**src/rtl/xxt_pkg.sv**
```systemverilog
// ----------------------------------------------------------------------------
// xxt_pkg: shared types and constants of the XXTEA block cipher
// Register indexes, reset values, the round count table and the mix function.
// ----------------------------------------------------------------------------
package xxt_pkg;

  localparam int unsigned WORD_W     = 32;
  localparam int unsigned CFG_IDX_W  = 3;
  localparam int unsigned CFG_DATA_W = 32;
  localparam int unsigned BW_W       = 7;
  localparam int unsigned ROUND_W    = 6;

  // configuration register indexes
  localparam logic [CFG_IDX_W-1:0] REG_KEY0 = 3'd0;
  localparam logic [CFG_IDX_W-1:0] REG_KEY1 = 3'd1;
  localparam logic [CFG_IDX_W-1:0] REG_KEY2 = 3'd2;
  localparam logic [CFG_IDX_W-1:0] REG_KEY3 = 3'd3;
  localparam logic [CFG_IDX_W-1:0] REG_BW   = 3'd4;
  localparam logic [CFG_IDX_W-1:0] REG_MODE = 3'd5;

  localparam logic [WORD_W-1:0] XXT_DELTA = 32'h9e37_79b9;
  localparam logic [WORD_W-1:0] KEY0_RST  = 32'h8B10_413B;
  localparam logic [WORD_W-1:0] KEY1_RST  = 32'hE91D_FEFF;
  localparam logic [WORD_W-1:0] KEY2_RST  = 32'h3853_5333;
  localparam logic [WORD_W-1:0] KEY3_RST  = 32'h0514_AE40;
  localparam logic [BW_W-1:0]   BW_RST    = 7'd24;

  typedef logic [3:0][WORD_W-1:0] key_t;

  // 6 + 52/n for n in 2..64
  function automatic logic [ROUND_W-1:0] xxt_rounds(input logic [BW_W-1:0] n);
    logic [ROUND_W-1:0] q;
    if (n <= 7'd2)       q = 6'd26;
    else if (n == 7'd3)  q = 6'd17;
    else if (n == 7'd4)  q = 6'd13;
    else if (n == 7'd5)  q = 6'd10;
    else if (n == 7'd6)  q = 6'd8;
    else if (n == 7'd7)  q = 6'd7;
    else if (n == 7'd8)  q = 6'd6;
    else if (n <= 7'd10) q = 6'd5;
    else if (n <= 7'd13) q = 6'd4;
    else if (n <= 7'd17) q = 6'd3;
    else if (n <= 7'd26) q = 6'd2;
    else if (n <= 7'd52) q = 6'd1;
    else                 q = 6'd0;
    return q + 6'd6;
  endfunction

  // z: left neighbor, y: right neighbor, k: selected key word
  function automatic logic [WORD_W-1:0] xxt_mix(input logic [WORD_W-1:0] z,
                                                input logic [WORD_W-1:0] y,
                                                input logic [WORD_W-1:0] sum,
                                                input logic [WORD_W-1:0] k);
    logic [WORD_W-1:0] a;
    logic [WORD_W-1:0] b;
    a = ((z >> 5) ^ (y << 2)) + ((y >> 3) ^ (z << 4));
    b = (sum ^ y) + (k ^ z);
    return a ^ b;
  endfunction

endpackage

```
**src/rtl/xxt_fifo.sv**
```systemverilog
// ----------------------------------------------------------------------------
// xxt_fifo: small synchronous queue
// Register-based FIFO with occupancy count; DEPTH must be a power of two.
// ----------------------------------------------------------------------------
module xxt_fifo #(
  parameter int unsigned WIDTH = 32,
  parameter int unsigned DEPTH = 4
) (
  input  logic                           clk_i,
  input  logic                           rst_ni,
  input  logic                           push_i,
  input  logic [WIDTH-1:0]               data_i,
  output logic                           full_o,
  input  logic                           pop_i,
  output logic [WIDTH-1:0]               data_o,
  output logic                           empty_o,
  output logic [$clog2(DEPTH+1)-1:0]     count_o
);

  localparam int unsigned PW = $clog2(DEPTH);
  localparam int unsigned CW = $clog2(DEPTH+1);

  logic [WIDTH-1:0] mem [DEPTH];
  logic [PW-1:0]    wptr_q, rptr_q;
  logic [CW-1:0]    count_q;
  logic             do_push, do_pop;

  assign full_o  = (count_q == CW'(DEPTH));
  assign empty_o = (count_q == '0);
  assign count_o = count_q;
  assign data_o  = mem[rptr_q];
  assign do_push = push_i & ~full_o;
  assign do_pop  = pop_i & ~empty_o;

  always_ff @(posedge clk_i) begin
    if (do_push) mem[wptr_q] <= data_i;
  end

  always_ff @(posedge clk_i or negedge rst_ni) begin
    if (!rst_ni) begin
      wptr_q  <= '0;
      rptr_q  <= '0;
      count_q <= '0;
    end else begin
      if (do_push) wptr_q <= wptr_q + 1'b1;
      if (do_pop)  rptr_q <= rptr_q + 1'b1;
      unique case ({do_push, do_pop})
        2'b10:   count_q <= count_q + 1'b1;
        2'b01:   count_q <= count_q - 1'b1;
        default: count_q <= count_q;
      endcase
    end
  end

endmodule

```
**src/rtl/xxt_front.sv**
```systemverilog
// ----------------------------------------------------------------------------
// xxt_front: input word classifier
// Counts accepted words against the block length and tags the block's last.
// ----------------------------------------------------------------------------
module xxt_front
  import xxt_pkg::*;
#(
  parameter int unsigned MAX_BLOCK_WORDS = 64
) (
  input  logic                                 clk_i,
  input  logic                                 rst_ni,
  input  logic                                 accept_i,
  input  logic [BW_W-1:0]                      block_words_i,
  output logic                                 last_o,
  output logic [$clog2(MAX_BLOCK_WORDS+1)-1:0] n_o
);

  localparam int unsigned AW = $clog2(MAX_BLOCK_WORDS);
  localparam int unsigned NW = $clog2(MAX_BLOCK_WORDS+1);
  localparam int unsigned CW = AW + 1;

  logic [AW-1:0] count_q;
  logic [CW-1:0] cnt_inc;
  logic [CW-1:0] n_ext;

  // clamp length into 2..MAX_BLOCK_WORDS
  always_comb begin
    if (block_words_i < 7'd2) begin
      n_o = NW'(2);
    end else if (block_words_i > BW_W'(MAX_BLOCK_WORDS)) begin
      n_o = NW'(MAX_BLOCK_WORDS);
    end else begin
      n_o = NW'(block_words_i);
    end
  end

  assign cnt_inc = {1'b0, count_q} + 1'b1;
  assign n_ext   = CW'(n_o);
  assign last_o  = (cnt_inc >= n_ext);

  always_ff @(posedge clk_i or negedge rst_ni) begin
    if (!rst_ni) begin
      count_q <= '0;
    end else if (accept_i) begin
      count_q <= last_o ? '0 : cnt_inc[AW-1:0];
    end
  end

endmodule

```
**src/rtl/xxt_back.sv**
```systemverilog
// ----------------------------------------------------------------------------
// xxt_back: XXTEA round engine
// Loads queued words into the block store, runs the rounds one word update
// per cycle over a two-read-port store, then streams the block out.
// ----------------------------------------------------------------------------
module xxt_back
  import xxt_pkg::*;
#(
  parameter int unsigned MAX_BLOCK_WORDS = 64,
  parameter int unsigned OUT_DEPTH       = 4
) (
  input  logic                                 clk_i,
  input  logic                                 rst_ni,
  input  logic                                 q_empty_i,
  input  logic [WORD_W-1:0]                    q_word_i,
  input  logic                                 q_last_i,
  input  logic [$clog2(MAX_BLOCK_WORDS+1)-1:0] q_n_i,
  output logic                                 q_pop_o,
  input  key_t                                 key_i,
  input  logic                                 decrypt_i,
  input  logic [$clog2(OUT_DEPTH+1)-1:0]       res_count_i,
  output logic                                 res_push_o,
  output logic [WORD_W-1:0]                    res_word_o,
  output logic                                 res_last_o
);

  localparam int unsigned AW  = $clog2(MAX_BLOCK_WORDS);
  localparam int unsigned NW  = $clog2(MAX_BLOCK_WORDS+1);
  localparam int unsigned OCW = $clog2(OUT_DEPTH+1) + 1;

  typedef enum logic [1:0] {ST_LOAD, ST_RUN, ST_EMIT} state_e;

  state_e             state_q;
  logic [AW-1:0]      wr_ptr_q, p_q, s2_p_q, em_ptr_q;
  logic [NW-1:0]      n_q;
  logic               dec_q, prime_q, s2_v_q, em_v_q, em_last_q;
  logic [ROUND_W-1:0] rounds_q;
  logic [WORD_W-1:0]  sum_q, s2_sum_q, nreg_q;

  logic [WORD_W-1:0]  mem [MAX_BLOCK_WORDS];
  logic [WORD_W-1:0]  rd_a_q, rd_b_q;
  logic [AW-1:0]      ra_a, ra_b, wa;
  logic               we;
  logic [WORD_W-1:0]  wd;

  logic [AW-1:0]      nm1, q_nm1;
  logic               load_pop, end_round, emit_go;
  logic [ROUND_W-1:0] rnd;
  logic [WORD_W-1:0]  dec_sum;
  logic [1:0]         kidx;
  logic [WORD_W-1:0]  z, y, mix_w, new_word;
  logic [OCW-1:0]     occ;

  assign nm1       = AW'(n_q - 1'b1);
  assign q_nm1     = AW'(q_n_i - 1'b1);
  assign load_pop  = (state_q == ST_LOAD) && !q_empty_i;
  assign end_round = dec_q ? (p_q == '0) : (p_q == nm1);
  assign rnd       = xxt_rounds(BW_W'(q_n_i));
  assign dec_sum   = WORD_W'(rnd) * XXT_DELTA;

  // one beat in flight from the store read, so keep a slot for it
  assign occ     = OCW'(res_count_i) + OCW'(em_v_q);
  assign emit_go = (state_q == ST_EMIT) && (occ < OCW'(OUT_DEPTH));

  // update stage
  assign kidx     = 2'(s2_p_q) ^ s2_sum_q[3:2];
  assign z        = dec_q ? rd_b_q : nreg_q;
  assign y        = dec_q ? nreg_q : rd_b_q;
  assign mix_w    = xxt_mix(z, y, s2_sum_q, key_i[kidx]);
  assign new_word = dec_q ? (rd_a_q - mix_w) : (rd_a_q + mix_w);

  always_comb begin
    ra_a = '0;
    ra_b = '0;
    unique case (state_q)
      ST_LOAD: begin
        // prime read of the starting neighbor
        ra_b = decrypt_i ? '0 : q_nm1;
      end
      ST_RUN: begin
        ra_a = p_q;
        if (dec_q) ra_b = (p_q == '0) ? nm1 : p_q - 1'b1;
        else       ra_b = (p_q == nm1) ? '0 : p_q + 1'b1;
      end
      ST_EMIT: begin
        ra_a = em_ptr_q;
      end
      default: begin
        ra_a = '0;
      end
    endcase
  end

  assign we = s2_v_q | load_pop;
  assign wa = s2_v_q ? s2_p_q : wr_ptr_q;
  assign wd = s2_v_q ? new_word : q_word_i;

  // block store; same-address write forwards into the read register
  always_ff @(posedge clk_i) begin
    if (we) mem[wa] <= wd;
    rd_a_q <= (we && wa == ra_a) ? wd : mem[ra_a];
    rd_b_q <= (we && wa == ra_b) ? wd : mem[ra_b];
  end

  always_ff @(posedge clk_i or negedge rst_ni) begin
    if (!rst_ni) begin
      state_q   <= ST_LOAD;
      wr_ptr_q  <= '0;
      p_q       <= '0;
      s2_p_q    <= '0;
      em_ptr_q  <= '0;
      n_q       <= NW'(2);
      dec_q     <= 1'b0;
      prime_q   <= 1'b0;
      s2_v_q    <= 1'b0;
      em_v_q    <= 1'b0;
      em_last_q <= 1'b0;
      rounds_q  <= '0;
      sum_q     <= '0;
      s2_sum_q  <= '0;
      nreg_q    <= '0;
    end else begin
      s2_v_q <= 1'b0;
      em_v_q <= emit_go;
      if (s2_v_q)       nreg_q <= new_word;
      else if (prime_q) nreg_q <= rd_b_q;

      unique case (state_q)
        ST_LOAD: begin
          if (load_pop) begin
            if (q_last_i) begin
              wr_ptr_q <= '0;
              n_q      <= q_n_i;
              dec_q    <= decrypt_i;
              rounds_q <= rnd;
              sum_q    <= decrypt_i ? dec_sum : XXT_DELTA;
              p_q      <= decrypt_i ? q_nm1 : '0;
              prime_q  <= 1'b1;
              state_q  <= ST_RUN;
            end else begin
              wr_ptr_q <= wr_ptr_q + 1'b1;
            end
          end
        end
        ST_RUN: begin
          prime_q  <= 1'b0;
          s2_v_q   <= 1'b1;
          s2_p_q   <= p_q;
          s2_sum_q <= sum_q;
          if (end_round) begin
            p_q      <= dec_q ? nm1 : '0;
            sum_q    <= dec_q ? sum_q - XXT_DELTA : sum_q + XXT_DELTA;
            rounds_q <= rounds_q - 1'b1;
            if (rounds_q == ROUND_W'(1)) begin
              em_ptr_q <= '0;
              state_q  <= ST_EMIT;
            end
          end else begin
            p_q <= dec_q ? p_q - 1'b1 : p_q + 1'b1;
          end
        end
        ST_EMIT: begin
          if (emit_go) begin
            em_last_q <= (em_ptr_q == nm1);
            if (em_ptr_q == nm1) state_q  <= ST_LOAD;
            else                 em_ptr_q <= em_ptr_q + 1'b1;
          end
        end
        default: begin
          state_q <= ST_LOAD;
        end
      endcase
    end
  end

  assign q_pop_o    = load_pop;
  assign res_push_o = em_v_q;
  assign res_word_o = rd_a_q;
  assign res_last_o = em_last_q;

endmodule

```
**src/rtl/xxtea_block_cipher.sv**
```systemverilog
// ----------------------------------------------------------------------------
// xxtea_block_cipher: XXTEA block encrypt/decrypt engine
// Collects a block of 32-bit words, runs the XXTEA rounds, streams it back.
// ----------------------------------------------------------------------------
// Input: one data word per beat (push/full). Words go into a small queue and
// are tagged against block_words; the beat that completes a block starts
// the cipher as it leaves the queue; direction is sampled then, key read live.
// Output: transformed words in block order (empty/pop); result_last_o marks
// the final word of the block.
// Per block of n words: the words are loaded, the rounds run at one word
// update per cycle (the block store with two read ports and one write port
// sets this), and the words are emitted; the first word passes through the
// store read register and the result queue before it reaches the result ports.
// The input queue keeps taking words of the next block until it fills while
// the rounds run. A stalled receiver fills the result queue and pauses the
// emit sequencer; nothing is dropped.
// Reset clears the control state and loads the register defaults; the block
// store is not cleared and needs no clearing pass. Config is written through
// cfg_we_i/cfg_idx_i/cfg_wdata_i; unknown indexes are ignored.
// ----------------------------------------------------------------------------
module xxtea_block_cipher
  import xxt_pkg::*;
#(
  parameter int unsigned MAX_BLOCK_WORDS = 64,
  parameter int unsigned IN_DEPTH        = 4,
  parameter int unsigned OUT_DEPTH       = 4
) (
  input  logic                  clk_i,
  input  logic                  rst_ni,
  input  logic                  cfg_we_i,
  input  logic [CFG_IDX_W-1:0]  cfg_idx_i,
  input  logic [CFG_DATA_W-1:0] cfg_wdata_i,
  input  logic                  push,
  output logic                  full,
  input  logic [WORD_W-1:0]     data_word_i,
  output logic                  empty,
  input  logic                  pop,
  output logic [WORD_W-1:0]     result_word_o,
  output logic                  result_last_o
);

  localparam int unsigned NW  = $clog2(MAX_BLOCK_WORDS+1);
  localparam int unsigned QW  = WORD_W + 1 + NW;
  localparam int unsigned RW  = WORD_W + 1;
  localparam int unsigned OCW = $clog2(OUT_DEPTH+1);

  key_t            key_q;
  logic [BW_W-1:0] bw_q;
  logic            mode_q;

  logic            in_accept;
  logic            f_last;
  logic [NW-1:0]   f_n;
  logic [QW-1:0]   q_din, q_dout;
  logic            q_empty, q_pop;
  logic [RW-1:0]   r_din, r_dout;
  logic            r_push;
  logic [OCW-1:0]  r_count;
  logic [WORD_W-1:0] r_word;
  logic            r_last;

  always_ff @(posedge clk_i or negedge rst_ni) begin
    if (!rst_ni) begin
      key_q[0] <= KEY0_RST;
      key_q[1] <= KEY1_RST;
      key_q[2] <= KEY2_RST;
      key_q[3] <= KEY3_RST;
      bw_q     <= BW_RST;
      mode_q   <= 1'b0;
    end else if (cfg_we_i) begin
      unique case (cfg_idx_i)
        REG_KEY0: key_q[0] <= cfg_wdata_i;
        REG_KEY1: key_q[1] <= cfg_wdata_i;
        REG_KEY2: key_q[2] <= cfg_wdata_i;
        REG_KEY3: key_q[3] <= cfg_wdata_i;
        REG_BW:   bw_q     <= cfg_wdata_i[BW_W-1:0];
        REG_MODE: mode_q   <= cfg_wdata_i[0];
        default:  bw_q     <= bw_q;
      endcase
    end
  end

  assign in_accept = push & ~full;

  xxt_front #(
    .MAX_BLOCK_WORDS (MAX_BLOCK_WORDS)
  ) u_front (
    .clk_i         (clk_i),
    .rst_ni        (rst_ni),
    .accept_i      (in_accept),
    .block_words_i (bw_q),
    .last_o        (f_last),
    .n_o           (f_n)
  );

  assign q_din = {data_word_i, f_last, f_n};

  xxt_fifo #(
    .WIDTH (QW),
    .DEPTH (IN_DEPTH)
  ) u_in_q (
    .clk_i   (clk_i),
    .rst_ni  (rst_ni),
    .push_i  (in_accept),
    .data_i  (q_din),
    .full_o  (full),
    .pop_i   (q_pop),
    .data_o  (q_dout),
    .empty_o (q_empty),
    .count_o ()
  );

  xxt_back #(
    .MAX_BLOCK_WORDS (MAX_BLOCK_WORDS),
    .OUT_DEPTH       (OUT_DEPTH)
  ) u_back (
    .clk_i       (clk_i),
    .rst_ni      (rst_ni),
    .q_empty_i   (q_empty),
    .q_word_i    (q_dout[QW-1 -: WORD_W]),
    .q_last_i    (q_dout[NW]),
    .q_n_i       (q_dout[NW-1:0]),
    .q_pop_o     (q_pop),
    .key_i       (key_q),
    .decrypt_i   (mode_q),
    .res_count_i (r_count),
    .res_push_o  (r_push),
    .res_word_o  (r_word),
    .res_last_o  (r_last)
  );

  assign r_din = {r_word, r_last};

  xxt_fifo #(
    .WIDTH (RW),
    .DEPTH (OUT_DEPTH)
  ) u_out_q (
    .clk_i   (clk_i),
    .rst_ni  (rst_ni),
    .push_i  (r_push),
    .data_i  (r_din),
    .full_o  (),
    .pop_i   (pop),
    .data_o  (r_dout),
    .empty_o (empty),
    .count_o (r_count)
  );

  assign result_word_o = r_dout[RW-1:1];
  assign result_last_o = r_dout[0];

endmodule

```
**config.mk**
```make
export PLATFORM = sky130hd
export DESIGN_NAME = xxtea_block_cipher
export DESIGN_NICKNAME = d
export VERILOG_FILES = /design/src/rtl/xxt_pkg.sv /design/src/rtl/xxt_fifo.sv /design/src/rtl/xxt_front.sv /design/src/rtl/xxt_back.sv /design/src/rtl/xxtea_block_cipher.sv
export SDC_FILE = /design/constraint.sdc
export NUM_CORES = 2
export LEC_CHECK = 0
export CORE_MARGIN = 2
export CORE_UTILIZATION = 55
export CTS_CLUSTER_SIZE = 30
export DETAILED_ROUTE_END_ITERATION = 10
export DONT_BUFFER_PORTS = 1
export HOLD_SLACK_MARGIN = 0.15
export PLACE_DENSITY = 0.7
export RECOVER_POWER = 50
export REMOVE_ABC_BUFFERS = 1
export SYNTH_ARGS = -nofsm -noshare
export SYNTH_HDL_FRONTEND = slang
export SYNTH_HIERARCHICAL = 1
export SYNTH_SLANG_ARGS = --single-unit
```
**constraint.sdc**
```tcl
create_clock -name clk_i -period 12.1 [get_ports clk_i]
set_clock_uncertainty 0.05 [all_clocks]
set_input_delay 2.42 -clock clk_i [delete_from_list [all_inputs] [get_ports clk_i]]
set_output_delay 2.42 -clock clk_i [all_outputs]
set_load 0.1 [all_outputs]
```
# --- Word level (Yosys, flattened, before mapping) ---
# Memory sizes are Yosys's and may differ from the RTL's. A register that Yosys moved wholly into a read port is not among the register bits.
# Index checks and enable logic that the tools add are counted.
word_totals:
  latch_bits: 0
  ramBits: 2340
  regBits: 295
  wordCells: 211
  rom_bits: 0
  memories: 3
op_classes:
  n_reduce_logical: 26
  shifts: 0
  n_eq_ne: 29
  n_lt_le_gt_ge: 11
  n_mux: 73
  multipliers: 1
  div_mod_pow: 0
  n_bitwise: 16
  n_addsub: 24
mem_list:
  columns: ["memory", "depth", "width", "rd", "rd_ports_with_merged_regs", "write_ports", "line", "source"]
  rows:
  - ["u_back.mem", 64, 32, 2, 2, 1, "xxt_back.sv:40", "logic [WORD_W-1:0] mem [MAX_BLOCK_WORDS];"]
  - ["u_in_q.mem", 4, 40, 1, 0, 1, "xxt_fifo.sv:23", "logic [WIDTH-1:0] mem [DEPTH];"]
  - ["u_out_q.mem", 4, 33, 1, 0, 1, "xxt_fifo.sv:23", null]
ops:
  columns: ["operator", "n"]
  rows:
  - ["32-bit two-way mux", 12]
  - ["6-bit two-way mux", 31]
  - ["32-bit adder", 3]
  - ["32-bit XOR", 3]
  - ["32-bit binary-select mux with 2-bit select", 1]
  - ["32-bit one-hot mux with 2 select lines", 1]
  - ["6-bit one-hot mux with 2 select lines", 5]
  - ["32-bit adder, second input constant", 1]
  - ["6-bit by 32-bit multiplier with 32-bit output, second input constant", 1]
  - ["32-bit subtractor", 1]
  - ["32-bit subtractor, second input constant", 1]
  - ["27-bit by 32-bit XOR with 32-bit output", 1]
  - ["29-bit by 32-bit XOR with 32-bit output", 1]
  - ["7-bit by 3-bit equality test with 1-bit output, second input constant", 4]
  - ["6-bit by 1-bit subtractor with 6-bit output, second input constant", 4]
  - ["6-bit by 1-bit adder with 6-bit output, second input constant", 3]
  - ["2-bit AND reduction", 8]
  - ["7-bit by 4-bit less-or-equal comparator with 1-bit output, second input constant", 2]
  - ["7-bit by 5-bit less-or-equal comparator with 1-bit output, second input constant", 2]
  - ["7-bit two-way mux", 2]
  - ["3-bit equality test, second input constant", 4]
  - ["6-bit equality test", 2]
  - ["2-bit two-way mux", 6]
  - ["3-bit one-hot mux with 2 select lines", 2]
  - ["39 further kinds", 79]

# --- Longest topological paths before layout ---
# An unclocked memory read counts as a cell.
depth:
  ltp_word: 20
  ltp_mapped: 44

# --- Modules after synthesis ---
# The synthesis kept the hierarchy.
by_module_without_submodules:
  columns: ["module", "cells_per_inst", "instances", "seq_area_each_um2", "area_per_inst_um2"]
  rows:
  - ["xxt_back", 6299, 1, 65218.8, 113490.1]
  - ["xxt_fifo (u_in_q)", 247, 1, 4979.8, 6249.7]
  - ["xxtea_block_cipher", 294, 1, 3482.1, 5465.2]
  - ["xxt_fifo (u_out_q)", 210, 1, 4139.0, 5238.8]
  - ["xxt_front", 66, 1, 150.1, 568.0]

# --- Least setup slack after synthesis ---
# Ideal clock, no wire load.
synth_timing:
  path_kind: "register to register"
  startpoint: "register with a tool-made name"
  endpoint: "memory u_back.mem[0][30], data pin"
  arrival_ns: 10.469
  n_path_buf: 8
  stages_incl_launch_ff: 41
  required_ns: 11.348
  slack_ns: 0.879
  cell_sequence: "dfxtp_1 buf_2 buf_2 buf_2 clkbuf_1 buf_1 clkbuf_1 mux4_2 mux4_2 nand2_1 nand2_1 nand2_1 o21ai_0 mux2i_1 xnor2_1 ha_1 inv_1 fa_1 [... 5 more ...] xnor2_1 xnor2_1 or4_1 nor2_1 and4_1 clkbuf_1 a21oi_1 xnor2_1 ha_1 clkbuf_1 a21o_1 a21oi_1 o21ai_0 a31o_2 a21o_1 a211oi_1 xor2_1 o21ai_0"
synth_rtl:
  columns: ["item", "line"]
  rows:
  - ["to (decl)", "xxt_back.sv:40"]

==> results.json <==
{
  "synth_top_cell_by_area": "edfxtp_1",
  "io_buffer_count": 0,
  "status": "complete, but fails checks",
  "gr-usage-all-layers_pct": 33.8,
  "async_flop_share_pct": 11.1,
  "max_freq_ghz": 0.0868,
  "drv_cap": 116,
  "final_nets": 7521,
  "drtIter0Drc": 11200,
  "path_clk_slew_ps": 60,
  "syn_to_final_growth_pct": 9.94,
  "regArea_um2": 78000,
  "relSlewSlack_pct": -236,
  "drv_slew": 2392,
  "gp_congestion": 0.928,
  "tightest_slew_ps": 5050,
  "ys_top_cells_by_area": "edfxtp_1 54%, mux4_2 24%, dfrtp_1 4.4%",
  "post-route-period-util_pct": 95.3,
  "grt_max_degree": 296,
  "cts_setup_buffers": 0,
  "setup-tns-final_ps": 0,
  "arrival_ps": 12200,
  "tritoncts": "built",
  "fin_cells": 10600,
  "dr.pass1.iters": 6,
  "drive_above_1_share_pct": 30.3,
  "via_count": 76300,
  "finalSetupViolCount": 0,
  "busiest_layer": "met2",
  "first_global_vias": 75600,
  "synth.top_cell.area_share_pct": 53.6,
  "pin_count": 107,
  "wl_per_cell_um": 38.6,
  "design_area_um2": 144000,
  "start_kind": "flip-flop",
  "multi_input_area_um2": 50400,
  "cts_buffers": 294,
  "placedCellCount": 10100,
  "netlist_instances": 7116,
  "rows": 179,
  "yosysSeqAreaShare_pct": 59.5,
  "rsz0062_at_grt": "false",
  "hold_path_class": "flip-flop to flip-flop",
  "synthesis.area_um2": 131000,
  "placed_cell_area_um2": 136000,
  "critPathRequiredTime_ps": 12770,
  "met2_usage_pct": 51.7,
  "synth_cell_types": 97,
  "cts-root-buf": "clkbuf_16",
  "ys_warn_count": 6,
  "dp_hpwl_um": 252000,
  "h-tree-depth": 5,
  "max-clock-path-buffers": 4,
  "insertion_delay_ps": 970,
  "violations": "capacitance limit, slew limit",
  "vias_per_cell": 7.21,
  "die_area_um2": 242000,
  "critical_path_class": "flip-flop to flip-flop",
  "ys_seq_elements": 2647,
  "ctsResizeCount": 0,
  "ant_nets": 0,
  "avgSynthCellArea_um2": 18.4,
  "hold_viol_final": 0,
  "route.detailed.drc": 0,
  "grt_use_met1_pct": 45.3,
  "cp-end-kind": "flip-flop",
  "antenna_found_initial": 23,
  "fin_crit_ps": 11530,
  "grt_pass1_wl_um": 573000,
  "chipWidth_um": 492,
  "synth_enable_flop_cells": 2340,
  "die_h_um": 492,
  "met3_usage_pct": 9.86,
  "initial_core_util_pct": 55.2,
  "cts_hold_buf": 0,
  "core_area_um2": 237000,
  "synth_flop_cell": "edfxtp_1",
  "worst-path-max-fanout": 54,
  "n_fill_cell": 16900,
  "hold_slack_ps": 438,
  "clock-sinks": 2647,
  "wirelength_um": 408000,
  "grt-ovfl-total": 0
}
## state kept, by name, indices dropped and copies added, names as in the netlist, 7 cells and up, named ones only
signal,cells
u_back/sum_q,32
u_back/nreg_q,32
u_out_q/mem,132
key_q,128
u_back/mem,2048
u_back/s2_sum_q,32
bw_q,7
u_in_q/mem,160
## stage by stage
stage | util (%) | worst slack (ps)
6_report | 60.7 | 573
2_1_floorplan | - | -18510
4_1_cts | 61.1 | 1360
5_1_grt | 60.7 | 402
3_5_place_dp | 57.2 | 1410
3_3_place_gp | 57.2 | 1460
## path summary, 6_finish.rpt
| kind | slack (ps) | start | to | cells past startpoint |
|---|---|---|---|---|
| setup / recovery | 570 | flip-flop | u_back/mem[60][31] | 21 |
| hold / removal | 440 | key_q[22] | key_q[22] | 1 |
| setup reg to reg | 570 | flip-flop | u_back/mem[60][31] | 21 |
| hold reg to reg | 440 | key_q[22] | key_q[22] | 1 |
| max in group asynchronous | 10160 | rst_ni | u_in_q/rptr_q[0] | 0 |
| min in group asynchronous | 1100 | rst_ni | u_out_q/rptr_q[0] | 0 |
## metal layers
| metal | routed length [µm] | vias to the layer above |
|---|---|---|
| met5 | 30 | - |
| li1 | - | 29700 |
| met3 | 52600 | 954 |
| met4 | 21100 | 4 |
| met1 | 145000 | 40400 |
| met2 | 190000 | 5293 |
## worst max-delay path, cell delays in order (launching register included)
cell and delay [ps]:
dfxtp_1 880, clkbuf_1 2670, clkbuf_1 2080, mux4_2 490, mux4_2 510, mux2_1 360, nand2_1 130, o21ai_0 100
clkbuf_1 530, ha_1 630, and4_1 270, nand3_1 110, o31a_1 250, o41a_1 150, a2111oi_0 380, buf_4 200
nand3_1 80, nand2_1 80, xnor2_1 140, or4_1 440, nand3_2 360, buf_4 350
## cell type report
cell class / count / share of cell area (%)
clock inverter: 135 / 0.804
tap: 3167 / 2.75
multi-input combinational: 3844 / 35.0
timing repair buffer: 231 / 1.27
sequential: 2647 / 54.2
antenna: 7 / 0.0122
inverter: 187 / 0.493
clock buffer: 363 / 5.48
## synthesized netlist by cell type, drive strengths merged, types with 29 or more instances
cell type	instances
buf	194
clkbuf	244
o21a	29
nand2b	31
mux2i	144
inv	186
mux4	1395
xnor2	230
nand3	65
a21oi	175
o21ai	212
dfstp	64
nand2	246
mux2	196
a21o	87
ha	206
edfxtp	2340
xor2	130
nor2b	42
dfrtp	231
nor2	201
nor3	52
fa	38
## cells by family after synthesis
| family | share of synthesized area [%] |
|---|---|
| simple gates | 2.78 |
| xor+xnor | 2.51 |
| buf+inv | 2.09 |
| fa+ha+maj | 2.55 |
| mux | 27.0 |
| compound gates | 3.58 |
| flops | 59.5 |
## cell usage in the layout, fill, tap and decap left out, drive strengths merged, types with 64 or more instances in the layout
cell    instances
o21ai         212
a21oi         175
inv           192
mux4         1395
dfrtp         231
dfstp          64
xnor2         230
nand3          65
clkinv        106
nor2          201
nand2         246
clkbuf        430
xor2          130
a21o           87
mux2          196
mux2i         144
buf           164
ha            206
edfxtp       2340
Power is not shown: default switching activity piles up to over one toggle a cycle in this logic, so the estimate is an artifact.
